File: src/hdl/hsb2rgb_pkg.sv
// ----------------------------------------------------------------------------
// hsb2rgb_pkg
// Shared constants and types for the HSB to RGB converter.
// ----------------------------------------------------------------------------
package hsb2rgb_pkg;

    localparam int FRACTION_BITS_DEF = 16;

    localparam int CHANNEL_W  = 8;
    localparam int ARGB_W     = 32;
    localparam int M_TDATA_W  = 3 * CHANNEL_W + ARGB_W;

    localparam logic [CHANNEL_W-1:0] ALPHA_OPAQUE = 8'hFF;
    localparam logic [CHANNEL_W-1:0] CHANNEL_MAX  = 8'hFF;

    // hue sector, one sixth of a turn each
    typedef enum logic [2:0] {
        SEC_RY = 3'd0,
        SEC_YG = 3'd1,
        SEC_GC = 3'd2,
        SEC_CB = 3'd3,
        SEC_BM = 3'd4,
        SEC_MR = 3'd5
    } sector_t;

endpackage

File: src/hdl/hsb2rgb_sector.sv
// ----------------------------------------------------------------------------
// hsb2rgb_sector
// First stage: clamps saturation and brightness, splits hue*6 into sector
// and fraction.
// ----------------------------------------------------------------------------
module hsb2rgb_sector #(
    parameter int FRACTION_BITS = hsb2rgb_pkg::FRACTION_BITS_DEF
) (
    input  logic                         aclk,
    input  logic                         aresetn,
    input  logic                         in_valid,
    output logic                         in_ready,
    input  logic [FRACTION_BITS-1:0]     hue,
    input  logic [FRACTION_BITS:0]       sat,
    input  logic [FRACTION_BITS:0]       bri,
    output logic                         out_valid,
    input  logic                         out_ready,
    output hsb2rgb_pkg::sector_t         sector,
    output logic [FRACTION_BITS-1:0]     frac,
    output logic [FRACTION_BITS:0]       s_val,
    output logic [FRACTION_BITS:0]       v_val
);

    localparam int F = FRACTION_BITS;
    localparam logic [F:0] ONE = {1'b1, {F{1'b0}}};

    logic                 valid_reg;
    logic                 valid_next;
    hsb2rgb_pkg::sector_t sector_reg;
    logic [F-1:0]         frac_reg;
    logic [F:0]           s_reg;
    logic [F:0]           v_reg;
    logic [F+2:0]         hue6;
    logic [F:0]           s_clamp;
    logic [F:0]           v_clamp;
    logic                 load;

    assign in_ready = !valid_reg || out_ready;
    assign load     = in_valid && in_ready;

    always_comb begin
        hue6       = ({3'b000, hue} << 2) + ({3'b000, hue} << 1);
        s_clamp    = (sat > ONE) ? ONE : sat;
        v_clamp    = (bri > ONE) ? ONE : bri;
        valid_next = in_ready ? in_valid : valid_reg;
    end

    always_ff @(posedge aclk) begin
        if (!aresetn) begin
            valid_reg <= 1'b0;
        end else begin
            valid_reg <= valid_next;
        end
    end

    always_ff @(posedge aclk) begin
        if (load) begin
            sector_reg <= hsb2rgb_pkg::sector_t'(hue6[F+2:F]);
            frac_reg   <= hue6[F-1:0];
            s_reg      <= s_clamp;
            v_reg      <= v_clamp;
        end
    end

    assign out_valid = valid_reg;
    assign sector    = sector_reg;
    assign frac      = frac_reg;
    assign s_val     = s_reg;
    assign v_val     = v_reg;

endmodule

File: src/hdl/hsb2rgb_product.sv
// ----------------------------------------------------------------------------
// hsb2rgb_product
// Two multiply stages: s*f, s*(1-f), p=v(1-s), then q and t.
// ----------------------------------------------------------------------------
module hsb2rgb_product #(
    parameter int FRACTION_BITS = hsb2rgb_pkg::FRACTION_BITS_DEF
) (
    input  logic                         aclk,
    input  logic                         aresetn,
    input  logic                         in_valid,
    output logic                         in_ready,
    input  hsb2rgb_pkg::sector_t         sector,
    input  logic [FRACTION_BITS-1:0]     frac,
    input  logic [FRACTION_BITS:0]       s_val,
    input  logic [FRACTION_BITS:0]       v_val,
    output logic                         out_valid,
    input  logic                         out_ready,
    output hsb2rgb_pkg::sector_t         sector_out,
    output logic [FRACTION_BITS:0]       v_out,
    output logic [FRACTION_BITS:0]       p_out,
    output logic [FRACTION_BITS:0]       q_out,
    output logic [FRACTION_BITS:0]       t_out
);

    localparam int F = FRACTION_BITS;
    localparam int PW = 2 * F + 2;
    localparam logic [F:0]    ONE  = {1'b1, {F{1'b0}}};
    localparam logic [PW-1:0] HALF = {{(F+2){1'b0}}, 1'b1, {(F-1){1'b0}}};

    // stage A
    logic                 a_valid_reg;
    logic                 a_valid_next;
    logic                 a_ready;
    hsb2rgb_pkg::sector_t a_sector_reg;
    logic [F:0]           a_v_reg;
    logic [F:0]           a_p_reg;
    logic [F:0]           a_sf_reg;
    logic [F:0]           a_s1f_reg;
    logic [PW-1:0]        sf_prod;
    logic [PW-1:0]        s1f_prod;
    logic [PW-1:0]        p_prod;

    // stage B
    logic                 b_valid_reg;
    logic                 b_valid_next;
    hsb2rgb_pkg::sector_t b_sector_reg;
    logic [F:0]           b_v_reg;
    logic [F:0]           b_p_reg;
    logic [F:0]           b_q_reg;
    logic [F:0]           b_t_reg;
    logic [PW-1:0]        q_prod;
    logic [PW-1:0]        t_prod;

    assign a_ready  = !a_valid_reg || !b_valid_reg || out_ready;
    assign in_ready = a_ready;

    always_comb begin
        sf_prod      = s_val * {1'b0, frac} + HALF;
        s1f_prod     = s_val * (ONE - {1'b0, frac}) + HALF;
        p_prod       = v_val * (ONE - s_val) + HALF;
        a_valid_next = a_ready ? in_valid : a_valid_reg;
    end

    always_comb begin
        q_prod       = a_v_reg * (ONE - a_sf_reg) + HALF;
        t_prod       = a_v_reg * (ONE - a_s1f_reg) + HALF;
        b_valid_next = (!b_valid_reg || out_ready) ? a_valid_reg : b_valid_reg;
    end

    always_ff @(posedge aclk) begin
        if (!aresetn) begin
            a_valid_reg <= 1'b0;
            b_valid_reg <= 1'b0;
        end else begin
            a_valid_reg <= a_valid_next;
            b_valid_reg <= b_valid_next;
        end
    end

    always_ff @(posedge aclk) begin
        if (in_valid && a_ready) begin
            a_sector_reg <= sector;
            a_v_reg      <= v_val;
            a_sf_reg     <= sf_prod[2*F:F];
            a_s1f_reg    <= s1f_prod[2*F:F];
            a_p_reg      <= p_prod[2*F:F];
        end
    end

    always_ff @(posedge aclk) begin
        if (a_valid_reg && (!b_valid_reg || out_ready)) begin
            b_sector_reg <= a_sector_reg;
            b_v_reg      <= a_v_reg;
            b_p_reg      <= a_p_reg;
            b_q_reg      <= q_prod[2*F:F];
            b_t_reg      <= t_prod[2*F:F];
        end
    end

    assign out_valid  = b_valid_reg;
    assign sector_out = b_sector_reg;
    assign v_out      = b_v_reg;
    assign p_out      = b_p_reg;
    assign q_out      = b_q_reg;
    assign t_out      = b_t_reg;

endmodule

File: src/hdl/hsb2rgb_channel.sv
// ----------------------------------------------------------------------------
// hsb2rgb_channel
// Output stage: scales v, p, q, t to 8 bits and routes them by sector.
// ----------------------------------------------------------------------------
module hsb2rgb_channel #(
    parameter int FRACTION_BITS = hsb2rgb_pkg::FRACTION_BITS_DEF
) (
    input  logic                                  aclk,
    input  logic                                  aresetn,
    input  logic                                  in_valid,
    output logic                                  in_ready,
    input  hsb2rgb_pkg::sector_t                  sector,
    input  logic [FRACTION_BITS:0]                v_val,
    input  logic [FRACTION_BITS:0]                p_val,
    input  logic [FRACTION_BITS:0]                q_val,
    input  logic [FRACTION_BITS:0]                t_val,
    output logic                                  out_valid,
    input  logic                                  out_ready,
    output logic [hsb2rgb_pkg::CHANNEL_W-1:0]     red,
    output logic [hsb2rgb_pkg::CHANNEL_W-1:0]     green,
    output logic [hsb2rgb_pkg::CHANNEL_W-1:0]     blue
);

    localparam int F  = FRACTION_BITS;
    localparam int CW = hsb2rgb_pkg::CHANNEL_W;
    localparam int SW = F + 9;
    localparam logic [SW-1:0] HALF = {{10{1'b0}}, {(F-1){1'b0}}} | (SW'(1) << (F - 1));

    function automatic logic [CW-1:0] scale(input logic [F:0] x);
        logic [SW-1:0] acc;
        acc = ({x, 8'b0} - {8'b0, x}) + HALF;
        scale = (acc[SW-1:F] > {1'b0, hsb2rgb_pkg::CHANNEL_MAX}) ?
                hsb2rgb_pkg::CHANNEL_MAX : acc[F+CW-1:F];
    endfunction

    logic          valid_reg;
    logic          valid_next;
    logic [CW-1:0] red_reg;
    logic [CW-1:0] green_reg;
    logic [CW-1:0] blue_reg;
    logic [CW-1:0] red_next;
    logic [CW-1:0] green_next;
    logic [CW-1:0] blue_next;
    logic [CW-1:0] cv;
    logic [CW-1:0] cp;
    logic [CW-1:0] cq;
    logic [CW-1:0] ct;

    assign in_ready = !valid_reg || out_ready;

    always_comb begin
        cv = scale(v_val);
        cp = scale(p_val);
        cq = scale(q_val);
        ct = scale(t_val);
        unique case (sector)
            hsb2rgb_pkg::SEC_RY: begin
                red_next = cv; green_next = ct; blue_next = cp;
            end
            hsb2rgb_pkg::SEC_YG: begin
                red_next = cq; green_next = cv; blue_next = cp;
            end
            hsb2rgb_pkg::SEC_GC: begin
                red_next = cp; green_next = cv; blue_next = ct;
            end
            hsb2rgb_pkg::SEC_CB: begin
                red_next = cp; green_next = cq; blue_next = cv;
            end
            hsb2rgb_pkg::SEC_BM: begin
                red_next = ct; green_next = cp; blue_next = cv;
            end
            default: begin
                red_next = cv; green_next = cp; blue_next = cq;
            end
        endcase
        valid_next = in_ready ? in_valid : valid_reg;
    end

    always_ff @(posedge aclk) begin
        if (!aresetn) begin
            valid_reg <= 1'b0;
        end else begin
            valid_reg <= valid_next;
        end
    end

    always_ff @(posedge aclk) begin
        if (in_valid && in_ready) begin
            red_reg   <= red_next;
            green_reg <= green_next;
            blue_reg  <= blue_next;
        end
    end

    assign out_valid = valid_reg;
    assign red       = red_reg;
    assign green     = green_reg;
    assign blue      = blue_reg;

endmodule

File: src/hdl/hsb_to_rgb_converter_core.sv
// ----------------------------------------------------------------------------
// hsb_to_rgb_converter_core
// HSB to 8-bit RGB and opaque ARGB converter, fixed point, stream interface.
// ----------------------------------------------------------------------------
// Takes one request per clock unless a stall on m_tready backs up, and returns
// one result per request. The work runs in four register stages: hue split
// and clamping, the first multiplier bank (s*f, s*(1-f), v(1-s)), the second
// multiplier bank (q, t), and channel scaling with sector routing. Each stage
// holds its own valid bit and takes a new request whenever it is empty or its
// successor moves, so bubbles close up and a stall on m_tready loses nothing.
// ----------------------------------------------------------------------------
module hsb_to_rgb_converter_core #(
    parameter int FRACTION_BITS = hsb2rgb_pkg::FRACTION_BITS_DEF
) (
    input  logic                                  aclk,
    input  logic                                  aresetn,
    input  logic                                  s_tvalid,
    output logic                                  s_tready,
    // hue_fraction, saturation, brightness, zero pad
    input  logic [((3*FRACTION_BITS+2+7)/8)*8-1:0] s_tdata,
    output logic                                  m_tvalid,
    input  logic                                  m_tready,
    // red, green, blue, argb_word
    output logic [hsb2rgb_pkg::M_TDATA_W-1:0]     m_tdata
);

    localparam int F  = FRACTION_BITS;
    localparam int CW = hsb2rgb_pkg::CHANNEL_W;

    logic                 st1_valid;
    logic                 st1_ready;
    hsb2rgb_pkg::sector_t st1_sector;
    logic [F-1:0]         st1_frac;
    logic [F:0]           st1_s;
    logic [F:0]           st1_v;

    logic                 st2_valid;
    logic                 st2_ready;
    hsb2rgb_pkg::sector_t st2_sector;
    logic [F:0]           st2_v;
    logic [F:0]           st2_p;
    logic [F:0]           st2_q;
    logic [F:0]           st2_t;

    logic [CW-1:0]        red;
    logic [CW-1:0]        green;
    logic [CW-1:0]        blue;

    hsb2rgb_sector #(
        .FRACTION_BITS(F)
    ) u_sector (
        .aclk      (aclk),
        .aresetn   (aresetn),
        .in_valid  (s_tvalid),
        .in_ready  (s_tready),
        .hue       (s_tdata[F-1:0]),
        .sat       (s_tdata[2*F:F]),
        .bri       (s_tdata[3*F+1:2*F+1]),
        .out_valid (st1_valid),
        .out_ready (st1_ready),
        .sector    (st1_sector),
        .frac      (st1_frac),
        .s_val     (st1_s),
        .v_val     (st1_v)
    );

    hsb2rgb_product #(
        .FRACTION_BITS(F)
    ) u_product (
        .aclk       (aclk),
        .aresetn    (aresetn),
        .in_valid   (st1_valid),
        .in_ready   (st1_ready),
        .sector     (st1_sector),
        .frac       (st1_frac),
        .s_val      (st1_s),
        .v_val      (st1_v),
        .out_valid  (st2_valid),
        .out_ready  (st2_ready),
        .sector_out (st2_sector),
        .v_out      (st2_v),
        .p_out      (st2_p),
        .q_out      (st2_q),
        .t_out      (st2_t)
    );

    hsb2rgb_channel #(
        .FRACTION_BITS(F)
    ) u_channel (
        .aclk      (aclk),
        .aresetn   (aresetn),
        .in_valid  (st2_valid),
        .in_ready  (st2_ready),
        .sector    (st2_sector),
        .v_val     (st2_v),
        .p_val     (st2_p),
        .q_val     (st2_q),
        .t_val     (st2_t),
        .out_valid (m_tvalid),
        .out_ready (m_tready),
        .red       (red),
        .green     (green),
        .blue      (blue)
    );

    assign m_tdata = {hsb2rgb_pkg::ALPHA_OPAQUE, red, green, blue, blue, green, red};

endmodule
File: config.mk
export PLATFORM = sky130hd
export DESIGN_NAME = hsb_to_rgb_converter_core
export DESIGN_NICKNAME = d
export VERILOG_FILES = /design/src/hdl/hsb2rgb_pkg.sv /design/src/hdl/hsb2rgb_sector.sv /design/src/hdl/hsb2rgb_product.sv /design/src/hdl/hsb2rgb_channel.sv /design/src/hdl/hsb_to_rgb_converter_core.sv
export SDC_FILE = /design/constraint.sdc
export NUM_CORES = 2
export LEC_CHECK = 0
export BUFFER_PORTS_ARGS = -buffer_cell sky130_fd_sc_hd__clkbuf_2
export CORE_ASPECT_RATIO = 1.25
export CORE_MARGIN = 2
export CORE_UTILIZATION = 63
export CTS_BUF_LIST = sky130_fd_sc_hd__clkbuf_8
export DETAILED_ROUTE_END_ITERATION = 6
export GPL_TIMING_DRIVEN = 0
export HOLD_SLACK_MARGIN = 0.08
export PLACE_DENSITY = 0.89
export SYNTH_ARGS = -nofsm -noshare
export SYNTH_HDL_FRONTEND = slang
export SYNTH_SLANG_ARGS = --single-unit
export TNS_END_PERCENT = 50
File: constraint.sdc
create_clock -name aclk -period 10.8 [get_ports aclk]
set_input_delay 0.54 -clock aclk [delete_from_list [all_inputs] [get_ports aclk]]
set_output_delay 0.54 -clock aclk [all_outputs]
set_load 0.005 [all_outputs]
==> metrics.cfg <==
[timing]
setup_viol=0
rsz0062_at_grt=no
finalHoldViolations=0
finalCritPeriodShare_pct=96.84
worstMarginPinSlew_ns=1.382
fin_tns_setup_ns=0
post-route-min-period_ns=10.46
slew_headroom_pct=7.195
skew_ns=0.05671
fmaxAchievable_mhz=95.61
slew_violations=0

[clock_tree]
clockBufferDepth=3
cts_setup_buffers=0
cts_tree=yes
numCtsBuffers=40
clk_pin_slew_ns=0.06
cts_resized=0
clock-sinks=222
holdBufCountCts=0
clk_latency_ns=0.67
root_buffer=clkbuf_8
htreeDepth=2

[global_route]
grt_start_max_net_pins=36
antenna_found_initial=4
grt_pass1_wl_um=269700
gr-usage-all-layers_pct=34.63
grt.overflow.total=0
grt_pass1_vias=51994

[yosys]
syn_area_sq_um=61520
ys_seq_area_share_pct=10.77
async_flop_share_pct=0
syn_inst=6591
avgSynthCellArea_sq_um=9.333
synth-edff-count=218
synth_cell_type_count=81
ys_warn_count=0
synth-main-ff-cell=edfxtp_1
ys_seq_elements=222

[drt]
drt_first_pass_iters=7
drt-initial-drc-count=3811
wl_um=167800
vias=46438
wl_per_cell_um=20.76
post_drt_via_cell_ratio=5.747
route.detailed.drc=1
antenna_left=0

[setup_path]
worstPathArrival_ns=10.83
start_kind=register
worst_path_max_delay_cell=xor2_1
critPathMostFrequentCell=fa_1
crit_type=reg -> reg
required_ns=11.17
worstPathMaxFanout=10
end_kind=register
cpPeakStageDelay_ns=0.82

[cells_and_area]
final_area_sq_um=64740
area_delta_synth_final_pct=5.239
nets=8662
layout_commonest_cell=inv_1
final_cell_mix=1,694 x inv_1, 1,279 x fa_1, 767 x and2_1
drive_gt1_share_pct=3.409

[outcome]
status=finished with violations
violations=DRC

[placement]
placed_area_sq_um=63870
gp_congestion=1.045
io_buffers=103
dp_hpwl_um=139900

[floorplanning]
core_sq_um=97050
start_util_pct=63.38
die_area_sq_um=100200
die_y_um=353.4
die_width_um=283.5
ioPinCount=118
fp-row-count=128

[min_path]
hp-class=in -> reg

[job]
drv_cap=0

## stage by stage
step | setup WS, ns | util (%) | std cells | hold WS, ns
final | 0.3413 | 66.71 | 8081 | 0.1249
after global routing | 0.3051 | 66.70 | 8079 | 0.1249
after CTS | 0.6548 | 66.70 | 8077 | 0.1198
after detailed placement | 0.6229 | 65.81 | 8008 | 0.4045
after global placement | 1.095 | 65.62 | 8001 | 0.4017
after floorplan | 3.304 | - | 6598 | 0.4003
## layout make-up
cell class	instances	area [sq um]
Tap cell	1300	1627
Timing Repair Buffer	110	655.6
Sequential cell	222	6626
Clock buffer	40	550.5
Antenna cell	4	10.01
Multi-Input combinational cell	4398	47410
Clock inverter	29	310.3
Inverter	1683	6317
Buffer	295	1237
Fill cell	7327	32310
## worst paths after layout
path	endpoint	startpoint	depth (start not counted)	slack [ns]
max	u_product.a_p_reg[16]	u_sector.s_val[1]	29	0.34
min reg2reg	u_product.p_out[7]	u_product.a_p_reg[7]	0	0.42
max reg2reg	u_product.a_p_reg[16]	u_sector.s_val[1]	29	0.34
min	u_sector.frac[1]	s_tdata[0]	1	0.12
## metal layers
| metal | wire (um) | share of wire, % | global-route usage, % | vias to the layer above |
|---|---|---|---|---|
| li1 | - | - | - | 19833 |
| met1 | 56640 | 34 | 39.45 | 22982 |
| met2 | 80330 | 48 | 58.21 | 2656 |
| met3 | 15090 | 9.0 | 6.331 | 963 |
| met4 | 15700 | 9.4 | 26.32 | 4 |
| met5 | 27 | 0.016 | 0 | - |
## worst max-delay path: cells and delay by family (launching register included)
family                     cells  cell delay (ns)
xor gates and xnor gates       2             0.96
adders and majority gates      8             3.46
and+or+nand+nor                5             1.02
DFF                            1             0.53
buffers and inverters          8             2.10
AOI/OAI and AO/OA              6             2.12
## logic make-up after synthesis
family	after synthesis	share of synthesized area, %
buffers and inverters	1978	12.28
AND/OR/NAND/NOR	1930	16.01
adder cells (fa/ha/maj)	1859	53.39
AO/OA/AOI/OAI	354	3.972
XOR/XNOR	235	3.358
flip-flops	222	10.77
multiplexers	12	0.2075
other	1	0.006096
## cells in the mapped netlist, drive strengths merged, types with 10 or more instances
master	n	area, sq um
buf	44	295.3
edfxtp	218	6546
nand4	16	100.1
ha	573	7169
a21o	36	270.3
nand2	740	2778
xnor2	171	1505
o221ai	10	87.58
nor3	67	335.3
xor2	64	560.5
nand2b	14	87.58
o21ai	54	270.3
nor4	27	168.9
a2111oi	10	125.1
o21a	35	262.8
and2	768	4805
a31oi	10	62.56
a211oi	12	90.09
nor2b	59	369.1
nand3	31	155.2
nor2	127	476.7
or3	20	130.1
fa	1279	25600
and3	27	168.9
clkbuf	251	942.2
inv	1683	6317
a21oi	94	474.2
Power is not shown: default switching activity piles up to over one toggle a cycle in this logic, so the estimate is an artifact.
